--- src/rtl/core/dttss_pkg.sv ---
// shared types, constants and register codes for the two-tone siren core
`timescale 1ns / 1ps

package dttss_pkg;

  // field and register widths
  localparam int DEBOUNCE_W = 20;
  localparam int HALF_W     = 23;
  localparam int PERIOD_W   = 16;
  localparam int STEP_W     = 24;
  localparam int CYCLE_W    = 24;
  localparam int APB_DW     = 32;
  localparam int APB_AW     = 4;

  // default tone time width
  localparam int TIME_BITS_DEF = 24;

  // register reset values
  localparam logic [DEBOUNCE_W-1:0] DEBOUNCE_RST = DEBOUNCE_W'(20000);
  localparam logic [HALF_W-1:0]     HALF_RST     = HALF_W'(250000);
  localparam logic [PERIOD_W-1:0]   FIRST_RST    = PERIOD_W'(1428);
  localparam logic [PERIOD_W-1:0]   SECOND_RST   = PERIOD_W'(834);

  // register index codes, word addresses
  typedef enum logic [1:0] {
    REG_DEBOUNCE,
    REG_HALF,
    REG_FIRST,
    REG_SECOND
  } reg_idx_t;

  // sequencer states
  typedef enum logic [1:0] {
    S_IDLE,
    S_TONE,
    S_PHASE,
    S_FINISH
  } state_t;

  // status of the shared modulo unit
  typedef struct packed {
    logic busy;
    logic done;
  } mod_status_t;

endpackage

--- src/rtl/core/dttss_mod_unit.sv ---
// shared restoring remainder unit, one dividend bit per cycle
`timescale 1ns / 1ps

module dttss_mod_unit #(
  parameter int DVD_W = dttss_pkg::TIME_BITS_DEF + 1
) (
  input  logic                           clk,
  input  logic                           rst,
  input  logic                           start,
  input  logic [DVD_W-1:0]               dividend,
  input  logic [dttss_pkg::CYCLE_W-1:0]  divisor,
  output logic [dttss_pkg::CYCLE_W-1:0]  remainder,
  output dttss_pkg::mod_status_t         status
);

  localparam int DIV_W = dttss_pkg::CYCLE_W;
  localparam int CNT_W = $clog2(DVD_W + 1);

  logic [CNT_W-1:0] count;
  logic             done;
  logic [DIV_W-1:0] rem;
  logic [DVD_W-1:0] dvd;
  logic [DIV_W-1:0] dsr;
  logic [DIV_W:0]   trial;
  logic [DIV_W-1:0] rem_next;

  // shift in the next dividend bit and subtract when it fits
  always_comb begin
    trial = {rem, dvd[DVD_W-1]};
    if (trial >= {1'b0, dsr}) begin
      rem_next = DIV_W'(trial - {1'b0, dsr});
    end else begin
      rem_next = trial[DIV_W-1:0];
    end
  end

  // control counter and done pulse
  always_ff @(posedge clk) begin
    if (rst) begin
      count <= '0;
      done  <= 1'b0;
    end else begin
      done <= 1'b0;
      if (start) begin
        count <= CNT_W'(DVD_W);
      end else if (count != '0) begin
        count <= count - CNT_W'(1);
        if (count == CNT_W'(1)) begin
          done <= 1'b1;
        end
      end
    end
  end

  // operand and remainder registers
  always_ff @(posedge clk) begin
    if (start) begin
      rem <= '0;
      dvd <= dividend;
      dsr <= divisor;
    end else if (count != '0) begin
      rem <= rem_next;
      dvd <= {dvd[DVD_W-2:0], 1'b0};
    end
  end

  assign remainder   = rem;
  assign status.busy = (count != '0);
  assign status.done = done;

endmodule

--- src/rtl/core/debounced_toggle_two_tone_siren_core.sv ---
// top level of the debounced toggle two-tone siren core
// usage:
//   input channel (in_valid, in_stall, op, key_level, step_us) carries one item per
//   transfer: op high is a start event, op low is an update with elapsed time.
//   output channel (out_valid, out_stall, siren_out, sounding_now) returns exactly
//   one result per accepted item, in order, from an output register.
//   the apb port writes and reads the four timing registers at byte addresses
//   0, 4, 8 and 12; writes are expected only while the core is idle.
// sequencing:
//   an item that leaves the siren silent goes from S_IDLE to S_FINISH and loads its
//   result from there; an item with the siren sounding runs two remainder passes on
//   the shared one-bit-per-cycle unit, S_TONE and then S_PHASE, before S_FINISH;
//   when the selected period is zero only the S_TONE pass runs.
//   in_stall is high from the transfer until the result is loaded.
// reset: rst clears the sequencer, debounce state, tone time and siren, and
//   loads the default timing registers; no clearing pass is needed.
// stall: a finished result waits in the sequencer while out_stall holds the
//   previous one; the output payload holds until it is taken.
`timescale 1ns / 1ps

module debounced_toggle_two_tone_siren_core #(
  parameter int TIME_BITS = dttss_pkg::TIME_BITS_DEF
) (
  input  logic                              clk,
  input  logic                              rst,
  // input channel
  input  logic                              in_valid,
  output logic                              in_stall,
  input  logic                              op,
  input  logic                              key_level,
  input  logic [dttss_pkg::STEP_W-1:0]      step_us,
  // output channel
  output logic                              out_valid,
  input  logic                              out_stall,
  output logic                              siren_out,
  output logic                              sounding_now,
  // configuration port
  input  logic                              psel,
  input  logic                              penable,
  input  logic                              pwrite,
  input  logic [dttss_pkg::APB_AW-1:0]      paddr,
  input  logic [dttss_pkg::APB_DW-1:0]      pwdata,
  output logic [dttss_pkg::APB_DW-1:0]      prdata,
  output logic                              pready
);

  localparam int DB_W  = dttss_pkg::DEBOUNCE_W;
  localparam int HF_W  = dttss_pkg::HALF_W;
  localparam int PR_W  = dttss_pkg::PERIOD_W;
  localparam int CY_W  = dttss_pkg::CYCLE_W;
  localparam int ST_W  = dttss_pkg::STEP_W;
  localparam int SUM_W = ((TIME_BITS > ST_W) ? TIME_BITS : ST_W) + 1;

  // configuration registers
  logic [DB_W-1:0] debounce_us;
  logic [HF_W-1:0] half_cycle_us;
  logic [PR_W-1:0] first_period_us;
  logic [PR_W-1:0] second_period_us;

  // block state
  logic [TIME_BITS-1:0] tone_time;
  logic [DB_W-1:0]      key_timer;
  logic                 siren_on;
  logic                 key_candidate_level;
  logic                 key_stable_level;

  dttss_pkg::state_t state;
  dttss_pkg::state_t state_next;
  logic [PR_W-1:0]   period;
  logic              pin;

  logic accept;
  logic cfg_write;

  // modulo unit interface
  logic                   mod_start;
  logic [SUM_W-1:0]       mod_dividend;
  logic [CY_W-1:0]        mod_divisor;
  logic [CY_W-1:0]        mod_rem;
  dttss_pkg::mod_status_t mod_status;

  assign accept    = in_valid && !in_stall;
  assign cfg_write = psel && penable && pwrite && pready;
  assign pready    = 1'b1;

  // configuration writes
  always_ff @(posedge clk) begin
    if (rst) begin
      debounce_us      <= dttss_pkg::DEBOUNCE_RST;
      half_cycle_us    <= dttss_pkg::HALF_RST;
      first_period_us  <= dttss_pkg::FIRST_RST;
      second_period_us <= dttss_pkg::SECOND_RST;
    end else if (cfg_write) begin
      case (dttss_pkg::reg_idx_t'(paddr[3:2]))
        dttss_pkg::REG_DEBOUNCE: debounce_us      <= pwdata[DB_W-1:0];
        dttss_pkg::REG_HALF:     half_cycle_us    <= pwdata[HF_W-1:0];
        dttss_pkg::REG_FIRST:    first_period_us  <= pwdata[PR_W-1:0];
        dttss_pkg::REG_SECOND:   second_period_us <= pwdata[PR_W-1:0];
        default: ;
      endcase
    end
  end

  // configuration readback
  always_comb begin
    case (dttss_pkg::reg_idx_t'(paddr[3:2]))
      dttss_pkg::REG_DEBOUNCE: prdata = dttss_pkg::APB_DW'(debounce_us);
      dttss_pkg::REG_HALF:     prdata = dttss_pkg::APB_DW'(half_cycle_us);
      dttss_pkg::REG_FIRST:    prdata = dttss_pkg::APB_DW'(first_period_us);
      dttss_pkg::REG_SECOND:   prdata = dttss_pkg::APB_DW'(second_period_us);
      default:                 prdata = '0;
    endcase
  end

  // tone cycle length, zero half cycle counts as one
  logic [HF_W-1:0] half_eff;
  logic [CY_W-1:0] cycle;
  assign half_eff = (half_cycle_us == '0) ? HF_W'(1) : half_cycle_us;
  assign cycle    = {half_eff, 1'b0};

  // debounce update for an update item
  logic            cand_change;
  logic            below;
  logic [DB_W-1:0] gap;
  logic            sat;
  logic [DB_W-1:0] timer_upd;
  logic            press;
  logic            stable_upd;
  logic            siren_upd;
  logic [TIME_BITS-1:0] tone_base;

  always_comb begin
    cand_change = (key_level != key_candidate_level);
    below       = (key_timer < debounce_us);
    gap         = debounce_us - key_timer;
    sat         = (step_us >= ST_W'(gap));
    stable_upd  = key_stable_level;
    press       = 1'b0;
    if (cand_change) begin
      timer_upd = '0;
    end else if (below) begin
      timer_upd = sat ? debounce_us : DB_W'(key_timer + step_us[DB_W-1:0]);
      if (sat && (key_stable_level != key_candidate_level)) begin
        stable_upd = key_candidate_level;
        press      = key_candidate_level;
      end
    end else begin
      timer_upd = key_timer;
    end
    siren_upd = press ? !siren_on : siren_on;
    tone_base = press ? '0 : tone_time;
  end

  // tone half selection from the fresh remainder
  logic [TIME_BITS-1:0] tt_new;
  logic [SUM_W-1:0]     tt_ext;
  logic [SUM_W-1:0]     half_ext;
  logic                 upper;
  logic [CY_W-1:0]      phase;
  logic [PR_W-1:0]      period_sel;
  logic                 pin_phase;

  always_comb begin
    tt_ext     = SUM_W'(mod_rem);
    tt_new     = tt_ext[TIME_BITS-1:0];
    half_ext   = SUM_W'(half_eff);
    upper      = (SUM_W'(tt_new) >= half_ext);
    phase      = upper ? CY_W'(SUM_W'(tt_new) - half_ext) : CY_W'(tt_new);
    period_sel = upper ? second_period_us : first_period_us;
    pin_phase  = (mod_rem < CY_W'(period[PR_W-1:1]));
  end

  // next state
  always_comb begin
    state_next = state;
    case (state)
      dttss_pkg::S_IDLE: begin
        if (accept) begin
          state_next = (!op && siren_upd) ? dttss_pkg::S_TONE : dttss_pkg::S_FINISH;
        end
      end
      dttss_pkg::S_TONE: begin
        if (mod_status.done) begin
          state_next = (period_sel == '0) ? dttss_pkg::S_FINISH : dttss_pkg::S_PHASE;
        end
      end
      dttss_pkg::S_PHASE: begin
        if (mod_status.done) begin
          state_next = dttss_pkg::S_FINISH;
        end
      end
      dttss_pkg::S_FINISH: begin
        if (!out_valid || !out_stall) begin
          state_next = dttss_pkg::S_IDLE;
        end
      end
      default: state_next = dttss_pkg::S_IDLE;
    endcase
  end

  // sequencer outputs
  always_comb begin
    in_stall     = 1'b1;
    mod_start    = 1'b0;
    mod_dividend = SUM_W'(phase);
    mod_divisor  = CY_W'(period_sel);
    case (state)
      dttss_pkg::S_IDLE: begin
        in_stall     = 1'b0;
        mod_start    = accept && !op && siren_upd;
        mod_dividend = SUM_W'(tone_base) + SUM_W'(step_us);
        mod_divisor  = cycle;
      end
      dttss_pkg::S_TONE: begin
        mod_start = mod_status.done && (period_sel != '0);
      end
      default: ;
    endcase
  end

  // sequencer and block state registers
  always_ff @(posedge clk) begin
    if (rst) begin
      state               <= dttss_pkg::S_IDLE;
      tone_time           <= '0;
      key_timer           <= '0;
      siren_on            <= 1'b0;
      key_candidate_level <= 1'b0;
      key_stable_level    <= 1'b0;
    end else begin
      state <= state_next;
      if (accept) begin
        if (op) begin
          key_candidate_level <= key_level;
          key_stable_level    <= key_level;
          tone_time           <= '0;
          key_timer           <= '0;
          siren_on            <= 1'b0;
        end else begin
          key_candidate_level <= key_level;
          key_stable_level    <= stable_upd;
          key_timer           <= timer_upd;
          siren_on            <= siren_upd;
          tone_time           <= tone_base;
        end
      end else if (state == dttss_pkg::S_TONE && mod_status.done) begin
        tone_time <= tt_new;
      end
    end
  end

  // result pin and selected period
  always_ff @(posedge clk) begin
    if (accept) begin
      pin <= 1'b0;
    end else if (state == dttss_pkg::S_TONE && mod_status.done) begin
      period <= period_sel;
      pin    <= 1'b0;
    end else if (state == dttss_pkg::S_PHASE && mod_status.done) begin
      pin <= pin_phase;
    end
  end

  // output register
  always_ff @(posedge clk) begin
    if (rst) begin
      out_valid <= 1'b0;
    end else if (state == dttss_pkg::S_FINISH && (!out_valid || !out_stall)) begin
      out_valid <= 1'b1;
    end else if (out_valid && !out_stall) begin
      out_valid <= 1'b0;
    end
  end

  always_ff @(posedge clk) begin
    if (state == dttss_pkg::S_FINISH && (!out_valid || !out_stall)) begin
      siren_out    <= pin;
      sounding_now <= siren_on;
    end
  end

  // shared remainder unit
  dttss_mod_unit #(
    .DVD_W (SUM_W)
  ) u_mod (
    .clk       (clk),
    .rst       (rst),
    .start     (mod_start),
    .dividend  (mod_dividend),
    .divisor   (mod_divisor),
    .remainder (mod_rem),
    .status    (mod_status)
  );

  // a high siren pin only comes with the siren on
  a_pin_needs_siren: assert property (@(posedge clk) disable iff (rst)
    out_valid && siren_out |-> sounding_now)
    else $error("siren pin high while siren off");

  // an accepted item holds off the next one
  a_accept_stalls: assert property (@(posedge clk) disable iff (rst)
    accept |=> in_stall)
    else $error("input not stalled after transfer");

  // the remainder unit is never restarted mid-pass
  a_mod_start_idle: assert property (@(posedge clk) disable iff (rst)
    mod_start |-> !mod_status.busy)
    else $error("remainder unit restarted while busy");

  // a remainder only completes while the sequencer waits for it
  a_mod_done_state: assert property (@(posedge clk) disable iff (rst)
    mod_status.done |-> (state == dttss_pkg::S_TONE || state == dttss_pkg::S_PHASE))
    else $error("remainder done outside a wait state");

  // a finished item with a free output slot is presented next cycle
  a_finish_loads: assert property (@(posedge clk) disable iff (rst)
    state == dttss_pkg::S_FINISH && !out_valid |=> out_valid)
    else $error("finished result not loaded");

endmodule
--- config.mk ---
export PLATFORM = sky130hd
export DESIGN_NAME = debounced_toggle_two_tone_siren_core
export DESIGN_NICKNAME = d
export VERILOG_FILES = /design/src/rtl/core/dttss_pkg.sv /design/src/rtl/core/dttss_mod_unit.sv /design/src/rtl/core/debounced_toggle_two_tone_siren_core.sv
export SDC_FILE = /design/constraint.sdc
export NUM_CORES = 1
export LEC_CHECK = 0
export BUFFER_PORTS_ARGS = -buffer_cell sky130_fd_sc_hd__buf_4
export CAP_MARGIN = 20
export CORE_ASPECT_RATIO = 0.75
export CORE_UTILIZATION = 60
export CTS_CLUSTER_SIZE = 30
export DETAILED_ROUTE_END_ITERATION = 10
export GPL_TIMING_DRIVEN = 0
export HOLD_SLACK_MARGIN = 0.08
export PLACE_DENSITY_LB_ADDON = 0.08
export SYNTH_ARGS = -nofsm -noshare
export SYNTH_HDL_FRONTEND = slang
export SYNTH_SLANG_ARGS = --single-unit
--- constraint.sdc ---
create_clock -name clk -period 12.3 [get_ports clk]
set_input_delay 1.845 -clock clk [delete_from_list [all_inputs] [get_ports clk]]
set_output_delay 1.845 -clock clk [all_outputs]
set_load 0.01 [all_outputs]
* Word level (Yosys, flattened, before mapping) *
Index checks and enable logic that the tools add are counted.
W data, S select, Z words.

cells by class
  $add $sub $neg = 6
  multiplexer cells = 40
  reduce and logical (&&, ||, !) cells = 40
  equality and inequality tests = 14
  magnitude comparators = 5
  bitwise operators = 2

operator list
  kind                 number
  $mux W24             6
  $pmux W32 S4         1
  $mux W20             4
  $mux W25             3
  $mux W16             2
  $add A24 B24 Y25     1
  $ge A25 B24 Y1       1
  $ge A24 B20 Y1       1
  $ge A24 B23 Y1       1
  $lt A24 B15 Y1       1
  $sub A24 B23 Y24     1
  $sub A24 B24 Y24     1
  $logic_not A23 Y1    1
  $mux W23             1
  $add A20 B20 Y20     1
  $lt A20 B20 Y1       1
  $sub A20 B20 Y20     1
  $logic_not A16 Y1    1
  $reduce_bool A16 Y1  1
  $mux W1              14
  $logic_and A1 B1 Y1  12
  $reduce_and A2 Y1    6
  $mux W2              5
  $mux W5              2
  19 further kinds     38

word-level totals
  output and inout bits = 37
  word-level logic and storage cells = 130
  register bits = 223

* Longest topological paths before layout *
Gate-level depths: netlist (run 1).

  depth after elaboration = 11
  gate-level depth with buffers = 39

* Cells and area by module *
A second synthesis (run 1) with hierarchy kept.

unflattened totals
  cell total of the unflattened synthesis = 2079
  area total of the unflattened synthesis = 17110.2 µm²

modules (own cells, without submodules)
  module                                cells an instance  instances  sequential area each (µm²)  area an instance (µm²)
  debounced_toggle_two_tone_siren_core  1642               1          3032.9                      12510.7
  dttss_mod_unit                        437                1          2072.0                      4599.4

* Least setup slack after synthesis (run 1) *
No wires, ideal clock.

  path kind = register -> register
  from = register key_timer[1]
  to = register u_mod.dvd[22] (data pin)
  setup slack = 4.923 ns
  data arrival time = 7.196 ns
  data required time = 12.120 ns
  clock period less this slack = 7.377 ns
  library setup time = 0.180 ns
  stages on the path, launching flop included = 38
  cells stage by stage = dfxtp_1 -> inv_1 -> ha_1 -> nor2b_1 -> o21ai_0 -> a21oi_1 -> o21ai_0 -> a21oi_1 -> o21ai_0 -> a21oi_1 -> o311ai_0 -> a21oi_1 -> o21a_1 -> o41a_1 -> xnor2_1 -> ha_1 -> a211oi_2 -> o21ai_2 -> [... 2 more ...] -> clkbuf_1 -> buf_2 -> and2_1 -> ha_1 -> inv_1 -> fa_1 -> nor2b_1 -> nor3_1 -> o21ai_0 -> a311oi_1 -> o31ai_1 -> o31ai_2 -> a21oi_1 -> a22o_1 -> a31o_2 -> a21oi_1 -> xor2_1 -> a221oi_1

between the ends
  longest elaborated chain between the ends = 10
  elaborated cells between the ends (all ways) = 14
  those cells by class = add/sub (2); order compare (2); mux (8); reduce/logical (2)

RTL lines
  element                                                  RTL line                                                                                  text
  start: declaration                                       debounced_toggle_two_tone_siren_core.sv:62                                                logic [DB_W-1:0] key_timer;
  start signal: assignment                                 debounced_toggle_two_tone_siren_core.sv:242                                               key_timer <= timer_upd;
  $sub A20 B20 Y20                                         debounced_toggle_two_tone_siren_core.sv:135                                               gap = debounce_us - key_timer;
  $ge A24 B20 Y1                                           debounced_toggle_two_tone_siren_core.sv:136                                               sat = (step_us >= ST_W'(gap));
  $logic_and A1 B1 Y1                                      debounced_toggle_two_tone_siren_core.sv:143                                               if (sat && (key_stable_level != key_candidate_level)) begin
  $mux W1                                                  debounced_toggle_two_tone_siren_core.sv:143
  $mux W1 (*)                                              debounced_toggle_two_tone_siren_core.sv:141                                               end else if (below) begin
  $mux W1 (*)                                              debounced_toggle_two_tone_siren_core.sv:139                                               if (cand_change) begin
  $mux W24 or $mux W1 (tied branches)                      debounced_toggle_two_tone_siren_core.sv:151, debounced_toggle_two_tone_siren_core.sv:150
  $add A24 B24 Y25 or $logic_and A1 B1 Y1 (tied branches)  debounced_toggle_two_tone_siren_core.sv:211, debounced_toggle_two_tone_siren_core.sv:210
  $mux W25 or $pmux W1 S2 (tied branches)                  debounced_toggle_two_tone_siren_core.sv:207                                               case (state)
  $mux W25 (*)                                             dttss_mod_unit.sv:57                                                                      if (start) begin
  end signal: assignment                                   dttss_mod_unit.sv:59                                                                      dvd <= dividend;
  end signal: assignment                                   dttss_mod_unit.sv:63                                                                      dvd <= {dvd[DVD_W-2:0], 1'b0};
  end: declaration                                         dttss_mod_unit.sv:22                                                                      logic [DVD_W-1:0] dvd;

Every way passes the cells marked *; elsewhere a longest branch is shown, timed or not.
A chain may end at the register's enable or synchronous reset.

* Final worst setup path (run 1) *
  from = register debounce_us[1]
  to = register u_mod.dvd[20] (data pin)

between the ends
  longest elaborated chain between the ends = 10
  elaborated cells between the ends (all ways) = 14
  those cells by class = add/sub (2); order compare (2); mux (8); reduce/logical (2)

RTL lines
  element                                                  RTL line                                                                                  text
  start: declaration                                       debounced_toggle_two_tone_siren_core.sv:55                                                logic [DB_W-1:0] debounce_us;
  start signal: assignment                                 debounced_toggle_two_tone_siren_core.sv:89                                                debounce_us <= dttss_pkg::DEBOUNCE_RST;
  start signal: assignment                                 debounced_toggle_two_tone_siren_core.sv:95                                                dttss_pkg::REG_DEBOUNCE: debounce_us <= pwdata[DB_W-1:0];
  $sub A20 B20 Y20                                         debounced_toggle_two_tone_siren_core.sv:135
  $ge A24 B20 Y1                                           debounced_toggle_two_tone_siren_core.sv:136
  $logic_and A1 B1 Y1                                      debounced_toggle_two_tone_siren_core.sv:143
  $mux W1                                                  debounced_toggle_two_tone_siren_core.sv:143
  $mux W1 (*)                                              debounced_toggle_two_tone_siren_core.sv:141
  $mux W1 (*)                                              debounced_toggle_two_tone_siren_core.sv:139
  $mux W24 or $mux W1 (tied branches)                      debounced_toggle_two_tone_siren_core.sv:151, debounced_toggle_two_tone_siren_core.sv:150
  $add A24 B24 Y25 or $logic_and A1 B1 Y1 (tied branches)  debounced_toggle_two_tone_siren_core.sv:211, debounced_toggle_two_tone_siren_core.sv:210
  $mux W25 or $pmux W1 S2 (tied branches)                  debounced_toggle_two_tone_siren_core.sv:207
  $mux W25 (*)                                             dttss_mod_unit.sv:57

Marks and branches as above.

==> impl_metrics.toml, run 1 <==
[clock_tree]
cts_max_level = 1
cts_sinks = 222
hold_buffers = 0
worstSkewPairLatency_ns = 0.56
clock_tree.buffer_depth = 3
cts_setup_buffers = 0
cts_buffers = 24
cts_tree = "done"
cts-root-buf = "clkbuf_16"
cts_resized = 0
clk_pin_slew_ns = 0.07

[power_and_ir_drop]
p_total_mw = 3.644
ir_worst_vdd_mv = 0.1888
p_per_area_mw_per_mm2 = 193.2
p_leak_nw = 7.897

[cells_and_area]
multi_input_area_mm2 = 0.01079
area_growth_pct = 11.57
regArea_mm2 = 0.005105
fillers = 2333
finalNonFillerCells = 2579
antenna_cells = 0
final_layout_size_suffix_gt1_frac = 0.1005
final_util = 0.6903
final_cell_area_mm2 = 0.01886
nets = 2425

[critical_path]
critPathKind = "flop to flop"
critical_path.most_common_cell = "o21ai_0"
cp.arrival_ns = 9.78
crit_family = "compound AO/OA/AOI/OAI gates"
reg2reg_depth = 37
cp_slowest_cell = "o311ai_0"
crit_buf_inv = 3
r2r-end = "u_mod.dvd[20]$_DFFE_PP_"
critPathMaxStageDelay_ns = 0.80
worstPathMaxFanout = 10
r2r_slack_ns = 2.78
reg2reg_from = "debounce_us[1]$_SDFFE_PP0P_"
cp.required_ns = 12.56
cp-end-kind = "flop"
startpoint_type = "flop"

[route]
wl_um = 56770
vias = 16679
drtIter0Drc = 1783
antenna_left = 0
wl_per_cell_um = 22.01
drc = 0
via_per_inst = 6.467
drt_first_pass_iters = 6

[floorplan]
rows = 52
num_io_pins = 106
die_x_um = 195.8
initial_core_util = 0.6187
core-area_mm2 = 0.02733
die_h_um = 147.4
dieArea_mm2 = 0.02886

[sta]
hold_slack_ns = 0.4780
rsz0062_at_grt = "false"
period_needed_ns = 9.522
max_freq_mhz = 105.0
maxSlewViolCount = 0
tightest_slew_ns = 0.9594
slew_headroom = 0.3604
setup_viol = 0
fin_crit_sh = 0.7741
hold_viol_final = 0
fin_ws_ns = 2.778
finalSetupTns_ns = 0
clock_skew_ns = 0.02818

[place]
port_buffers = 81
gp_congestion = 1.021
placed_area_mm2 = 0.01804
place_inst = 2535
dp_hpwl_um = 44110
pre_cts_ws_ns = 3.080

[global_route]
grt_pass1_vias = 15237
gr-total-overflow = 0
grt_max_degree = 34
antenna_found_initial = 0
grt.total_usage = 0.3908
grt_pass1_wl_um = 86970

[synth]
yosysSeqAreaShare = 0.3020
synthCells = 2093
synth_ff_type = "dfxtp_1"
ys_warn_count = 0
synth_edf_count = 66
synth_area_mm2 = 0.01691
synth_seq_cells = 222
avgSynthCellArea_um2 = 8.078
async_reset_ff_frac = 0
ys_types = 95

[worst_hold_path]
holdPathStages = 2
hold_class = "flop to flop"
holdPathEnd = "key_timer[1]$_SDFFE_PP0P_"
hp-start = "key_timer[1]$_SDFFE_PP0P_"

[job]
maxCapViolations = 0

[outcome]
status = "finished, final reports clean"
worst min-delay path: cells and delay by family (launching register included):
family          cells  cell delay [ns]
compound gates      1             0.05
simple gates        1             0.06
flops               1             0.32
power breakdown:
group	internal (mW)	total [mW]	switching (mW)
Sequential	0.915	1.09	0.178
Clock	0.436	0.764	0.329
Combinational	0.692	1.79	1.09
Total	2.04	3.64	1.60
layout make-up:
type,count,share of cell area
inverters,137,0.02726
clock buffers,33,0.03628
multi-input cells,1621,0.5721
flip-flops and latches,222,0.2706
repair buffers,83,0.03516
plain buffers,121,0.02786
well taps,351,0.02328
clock inverters,11,0.007429
cell usage in the layout, fill, tap and decap left out, drive strengths merged, types with 29 or more instances in the layout:
cell	count
clkbuf	120
a21o	50
and2	29
a22oi	31
nor2	218
inv	138
a21oi	203
edfxtp	66
xor2	34
nand3	37
o21ai	81
buf	117
dfxtp	156
a211oi	39
xnor2	56
nand2	259
ha	141
nor3	50
worst max path at each step:
stage                                           start                       to  slack (ns)  depth (start not counted)
after global routing        key_timer[1]$_SDFFE_PP0P_  u_mod.dvd[20]$_DFFE_PP_        2.00                         38
after global placement    debounce_us[1]$_SDFFE_PP0P_  u_mod.dvd[20]$_DFFE_PP_        3.27                         35
after floorplan             key_timer[1]$_SDFFE_PP0P_  u_mod.dvd[22]$_DFFE_PP_        4.92                         37
after detailed placement  debounce_us[1]$_SDFFE_PP0P_  u_mod.dvd[20]$_DFFE_PP_        3.08                         37
final                     debounce_us[1]$_SDFFE_PP0P_  u_mod.dvd[20]$_DFFE_PP_        2.78                         37
after CTS                 debounce_us[1]$_SDFFE_PP0P_  u_mod.dvd[20]$_DFFE_PP_        2.93                         37
cells in the mapped netlist, drive strengths merged, types with 6 or more instances:
cell       n  area [um^2]
a21oi    203         1031
nand2    259        972.2
xor2      34        297.8
ha       141         1764
o21bai    10        75.07
mux2i     19        190.2
dfxtp    156         3123
nand4     24        150.1
or3       15        93.84
edfxtp    66         1982
nor2b     21        131.4
or2        9        56.30
nor3      50        255.3
o2111ai    6        52.55
o31a       6        52.55
nand2b    19        118.9
a211oi    39        297.8
nand3b    17        127.6
o21ai     81        409.1
nand3     37        197.7
a22oi     31        232.7
a211o     15        131.4
o31ai     13        116.4
mux2      24        270.3
inv      136        510.5
clkbuf    87        326.6
nor4      19        133.9
buf       34        198.9
o21a      11        82.58
xnor2     56        490.5
mux4      16        360.4
a21boi    10        75.07
and3      15        93.84
o211ai    10        75.07
nor2     218        818.3
a21o      50        375.4
and2      29        181.4
a31oi     22        167.7
metal layers:
layer / global-route usage / vias to the layer above / part of all wire
met3: 0.08556 / 139 / 0.12
li1: - / 7702 / -
met1: 0.5689 / 7842 / 0.43
met4: 0.1313 / 0 / 0.037
met2: 0.5714 / 996 / 0.41
met5: 0 / - / 0
sequential cells by signal (all words and copies together) (netlist names), 2 cells and up:
register,count
u_mod.dsr,24
u_mod.count,5
u_mod.remainder,24
u_mod.dvd,25
key_timer,20
state,2
second_period_us,16
tone_time,24
first_period_us,16
half_cycle_us,23
debounce_us,20
period,15
cell families after synthesis:
family,after synthesis,share of synthesized area
fa+ha+maj,149,0.1120
mux,59,0.04855
compound gates,564,0.2233
other cells,2,0.0004442
simple gates,749,0.2056
xor+xnor,90,0.04663
buf+inv,258,0.06150
flops,222,0.3020
Power figures use the tool's default switching activity.
==> run 2: changes to the inputs <==
--- a/config.mk
+++ b/config.mk
@@ -8,7 +8,7 @@
 export BUFFER_PORTS_ARGS = -buffer_cell sky130_fd_sc_hd__buf_4
 export CAP_MARGIN = 20
 export CORE_ASPECT_RATIO = 0.75
-export CORE_UTILIZATION = 60
+export CORE_UTILIZATION = 57
 export CTS_CLUSTER_SIZE = 30
 export DETAILED_ROUTE_END_ITERATION = 10
 export GPL_TIMING_DRIVEN = 0
==> constraint.sdc (replaced) <==
create_clock -name clk -period 7.9 [get_ports clk]
set_input_delay 1.185 -clock clk [delete_from_list [all_inputs] [get_ports clk]]
set_output_delay 1.185 -clock clk [all_outputs]
set_load 0.01 [all_outputs]
==> run 2 against run 1 <==
Clock skew increased by 0.0029 ns. Die area increased by 5.2%. Via count decreased by 0.25%. Hold slack improved by 0.0039 ns. Highest routed layer is now met5.
==> impl_metrics.toml, run 2 (synthesized netlist as in run 1, its figures left out) <==
[cells_and_area]
final_layout_size_suffix_gt1_frac = 0.1158
final_cell_area_mm2 = 0.01923
nets = 2440
largest_reg_flops = 25
regMostFlops = "u_mod.dvd"
final_common_cell = "nand2_1"
area_growth_pct = 13.74
layout_common_cells = "259 x nand2_1, 217 x nor2_1, 198 x a21oi_1"

[global_route]
grt_max_degree = 34
gr-total-overflow = 0
antenna_found_initial = 2
use_met1 = 0.5255
grt_use_met3 = 0.1166
grt.total_usage = 0.3809
grt.busiest_layer = "met2"
grt_pass1_wl_um = 88190
met2_usage = 0.5651
grt_pass1_vias = 15126

[floorplan]
die_x_um = 200.9
initial_core_util = 0.5806
dieArea_mm2 = 0.03036
die_h_um = 151.1
rows = 54
core-area_mm2 = 0.02912
num_io_pins = 106

[critical_path]
cp.required_ns = 8.19
cp.arrival_ns = 7.85
r2r_slack_ns = 0.34
worstPathMaxFanout = 11
startpoint_type = "flop"
cp-end-kind = "flop"
reg2reg_from = "key_timer[1]$_SDFFE_PP0P_"
critPathMaxStageDelay_ns = 0.38
cp-startpoint = "key_timer[1]$_SDFFE_PP0P_"
cp_slowest_cell = "a311oi_2"
critPathKind = "flop to flop"

[worst_hold_path]
hp-start = "key_timer[7]$_SDFFE_PP0P_"
hold_class = "flop to flop"

[power_and_ir_drop]
ir_worst_vdd_mv = 0.2480
p_per_area_mw_per_mm2 = 305.7
p_total_mw = 5.879
p_leak_nw = 8.036

[route]
drt_first_pass_iters = 8
vias = 16637
via_per_inst = 6.307
wl_per_cell_um = 22.25
drtIter0Drc = 1898
antenna_left = 0
wl_um = 58700
drc = 0

[clock_tree]
clock_tree.buffer_depth = 3
worstSkewPairLatency_ns = 0.58
cts_max_level = 1
clk_pin_slew_ns = 0.06
cts-root-buf = "clkbuf_16"
hold_buffers = 0
cts_sinks = 222
cts_buffers = 26
cts_tree = "done"

[sta]
setup_viol = 0
max_freq_mhz = 132.2
finalSetupTns_ns = 0
maxSlewViolCount = 0
tightest_slew_ns = 1.063
fin_crit_sh = 0.9574
clock_skew_ns = 0.03103
period_needed_ns = 7.563
hold_slack_ns = 0.4820
slew_headroom = 0.2915
hold_viol_final = 0

[place]
port_buffers = 81
placed_area_mm2 = 0.01805
dp_hpwl_um = 44800
gp_congestion = 0.9788

[outcome]
status = "finished, final reports clean"

[job]
maxCapViolations = 0
## run 2: per-stage QoR
step / instances / worst slack, ns / utilization
2_1_floorplan: 2101 / 0.5235 / -
3_3_place_gp: 2574 / -1.180 / 0.6193
3_5_place_dp: 2575 / -1.339 / 0.6198
4_1_cts: 2627 / 0.008869 / 0.6543
5_1_grt: 2637 / -0.07272 / 0.6603
6_report: 2638 / 0.3365 / 0.6604
## run 2: power breakdown
part	total [mW]	internal, mW	switching (mW)
Clock	1.32	0.790	0.532
Sequential	1.71	1.42	0.284
Combinational	2.85	1.09	1.76
Total	5.88	3.30	2.58
## run 2: repair_timing
item,CTS,global route
setup buffers,5,10
resized for setup,15,20
endpoints found under the setup margin,20,18
pin swaps,3,12
## run 2: worst paths after layout
| kind | to | depth (start not counted) |
|---|---|---|
| worst min-delay path | key_timer[7]$_SDFFE_PP0P_ | 2 |
| worst max register to register | u_mod.dvd[22]$_DFFE_PP_ | 38 |
| worst max-delay path | u_mod.dvd[22]$_DFFE_PP_ | 38 |
| worst min register to register | key_timer[7]$_SDFFE_PP0P_ | 2 |
## run 2: routing by layer
metal	wire (um)	vias to the layer above
li1	-	7751
met1	25110	7861
met2	24450	917
met3	7292	106
met4	1839	2
met5	12	-
## run 2: worst max-delay path, delay by kind of cell (launching register included)
kind / cells / cell delay [ns]
fa+ha+maj: 3 / 0.85
simple gates: 7 / 1.24
compound gates: 20 / 3.46
xor+xnor: 2 / 0.34
buf+inv: 6 / 1.00
flops: 1 / 0.36
## run 2: final cells by class
class | count | area (um^2)
diodes | 1 | 2.502
plain buffers | 119 | 535.5
clock buffers | 32 | 693.2
clock inverters | 16 | 231.5
fillers | 2496 | 9891
inverters | 137 | 514.2
multi-input cells | 1621 | 10890
flip-flops and latches | 222 | 5106
well taps | 392 | 490.5
repair buffers | 98 | 763.2
==> run 3: changes to the inputs <==
--- a/config.mk
+++ b/config.mk
@@ -14,6 +14,7 @@
 export GPL_TIMING_DRIVEN = 0
 export HOLD_SLACK_MARGIN = 0.08
 export PLACE_DENSITY_LB_ADDON = 0.08
+export REMOVE_ABC_BUFFERS = 1
 export SYNTH_ARGS = -nofsm -noshare
 export SYNTH_HDL_FRONTEND = slang
 export SYNTH_SLANG_ARGS = --single-unit
==> run 3 against run 2 <==
Via count down 5.0%. Register-to-register slack better by 0.06 ns. Routed wire length down 11%. Die area unchanged. Cell area down 2.3%. Global-route usage down 4.0 points. Fmax up 0.81%. Highest routed layer is now met4.
==> impl_metrics.toml, run 3 (synthesized netlist as in run 1, its figures left out) <==
[outcome]
status = "finished, final reports clean"

[sta]
fin_crit_sh = 0.9497
max_freq_mhz = 133.3
clock_skew_ns = 0.01991
hold_viol_final = 0
tightest_slew_ns = 1.099
finalSetupTns_ns = 0
setup_viol = 0
slew_headroom = 0.2647
fin_ws_ns = 0.3976
period_needed_ns = 7.502
maxSlewViolCount = 0

[clock_tree]
cts-root-buf = "clkbuf_16"
hold_buffers = 0
clock_tree.buffer_depth = 3
cts_buffers = 24
cts_max_level = 1
cts_tree = "done"
worstSkewPairLatency_ns = 0.55
clk_pin_slew_ns = 0.06
cts_sinks = 222

[critical_path]
critPathMaxStageDelay_ns = 0.42
cp.arrival_ns = 7.75
cp.depth = 36
crit_buf_inv = 3
cp-end-kind = "flop"
critPathKind = "flop to flop"
reg2reg_depth = 36
worstPathMaxFanout = 6
cp.required_ns = 8.15
cp_slowest_cell = "fa_1"
crit_family = "compound AO/OA/AOI/OAI gates"
startpoint_type = "flop"

[cells_and_area]
largest_reg_flops = 25
layout_common_cells = "259 x nand2_1, 217 x nor2_1, 196 x a21oi_1"
final_util = 0.6454
final_cell_area_mm2 = 0.01880
final_layout_size_suffix_gt1_frac = 0.1151
antenna_cells = 0
area_growth_pct = 11.18
final_common_cell = "nand2_1"
nets = 2335
fillers = 2569
regMostFlops = "u_mod.dvd"

[worst_hold_path]
holdPathStages = 2
hold_class = "flop to flop"

[route]
drc = 0
antenna_left = 0
wl_um = 52370
via_per_inst = 6.249
drtIter0Drc = 1536
wl_per_cell_um = 20.70
drt_first_pass_iters = 5
vias = 15809

[power_and_ir_drop]
pwr-share-seq = 0.303
pwr-share-comb = 0.493
p_leak_nw = 7.826
sw_frac_of_total = 0.4246
p_total_mw = 5.471
cellInternalPower_mw = 3.148
p_per_area_mw_per_mm2 = 291.1
ir_worst_vdd_mv = 0.1873
p_clk_frac = 0.205
switchingPower_mw = 2.323

[global_route]
met2_usage = 0.5048
grt.total_usage = 0.3408
grt.busiest_layer = "met2"
antenna_found_initial = 0
grt_pass1_vias = 14371
grt_use_met3 = 0.06368
use_met1 = 0.4975
grt_pass1_wl_um = 81140
gr-total-overflow = 0
grt_max_degree = 84

[place]
pre_cts_ws_ns = -1.719
port_buffers = 84
gp_congestion = 0.9113
dp_hpwl_um = 38430
placed_area_mm2 = 0.01780

[job]
maxCapViolations = 0

[floorplan]
die_h_um = 151.1
initial_core_util = 0.5806
core-area_mm2 = 0.02912
die_x_um = 200.9
num_io_pins = 106
rows = 54
dieArea_mm2 = 0.03036
## run 3: worst min-delay path: cells and delay by family (launching register included)
family / cells / cell delay (ns)
flip-flops: 1 / 0.32
AND/OR/NAND/NOR: 1 / 0.06
AO/OA/AOI/OAI: 1 / 0.05
## run 3: final timing paths
kind	from	to	slack, ns
worst max-delay path	key_timer[1]$_SDFFE_PP0P_	u_mod.dvd[20]$_DFFE_PP_	0.40
worst min-delay path	debounce_us[0]$_SDFFE_PP0P_	debounce_us[0]$_SDFFE_PP0P_	0.48
worst max register to register	key_timer[1]$_SDFFE_PP0P_	u_mod.dvd[20]$_DFFE_PP_	0.40
worst min register to register	debounce_us[0]$_SDFFE_PP0P_	debounce_us[0]$_SDFFE_PP0P_	0.48
## run 3: timing repair
item / 4_1_cts / 5_1_grt
setup endpoints to repair: 22 / 17
gates cloned: 2 / 0
pin swaps: 3 / 11
gates resized for setup: 14 / 17
buffers inserted: 4 / 7
## run 3: area by class of cell
cell class / count / area [um^2] / share of cell area
Multi-Input combinational cell: 1623 / 10960 / 0.5831
Sequential cell: 222 / 5105 / 0.2716
Timing Repair Buffer: 112 / 972.2 / 0.05172
Clock buffer: 36 / 708.2 / 0.03768
Inverter: 137 / 516.7 / 0.02749
Tap cell: 392 / 490.5 / 0.02610
Clock inverter: 8 / 42.54 / 0.002263
## run 3: power groups by stage
stage | combinational [mW] | sequential [mW] | clock, mW
floorplan | 1.91 | 1.58 | 0
global placement | 2.48 | 1.68 | 0
detailed placement | 2.61 | 1.67 | 0
CTS | 2.65 | 1.65 | 1.13
global route | 2.98 | 1.67 | 1.17
finish | 2.70 | 1.66 | 1.12
## run 3: routing by layer
layer | vias to the layer above | share of wire
li1 | 7530 | -
met1 | 7456 | 0.47
met2 | 735 | 0.41
met3 | 88 | 0.088
met4 | 0 | 0.031
met5 | - | 0
## run 3: stage by stage
step                hold WS, ns  instances
finish                   0.4834       2530
global route             0.4980       2530
CTS                      0.4839       2521
detailed placement       0.4754       2471
global placement         0.4588       2456
floorplan                0.4081       1980
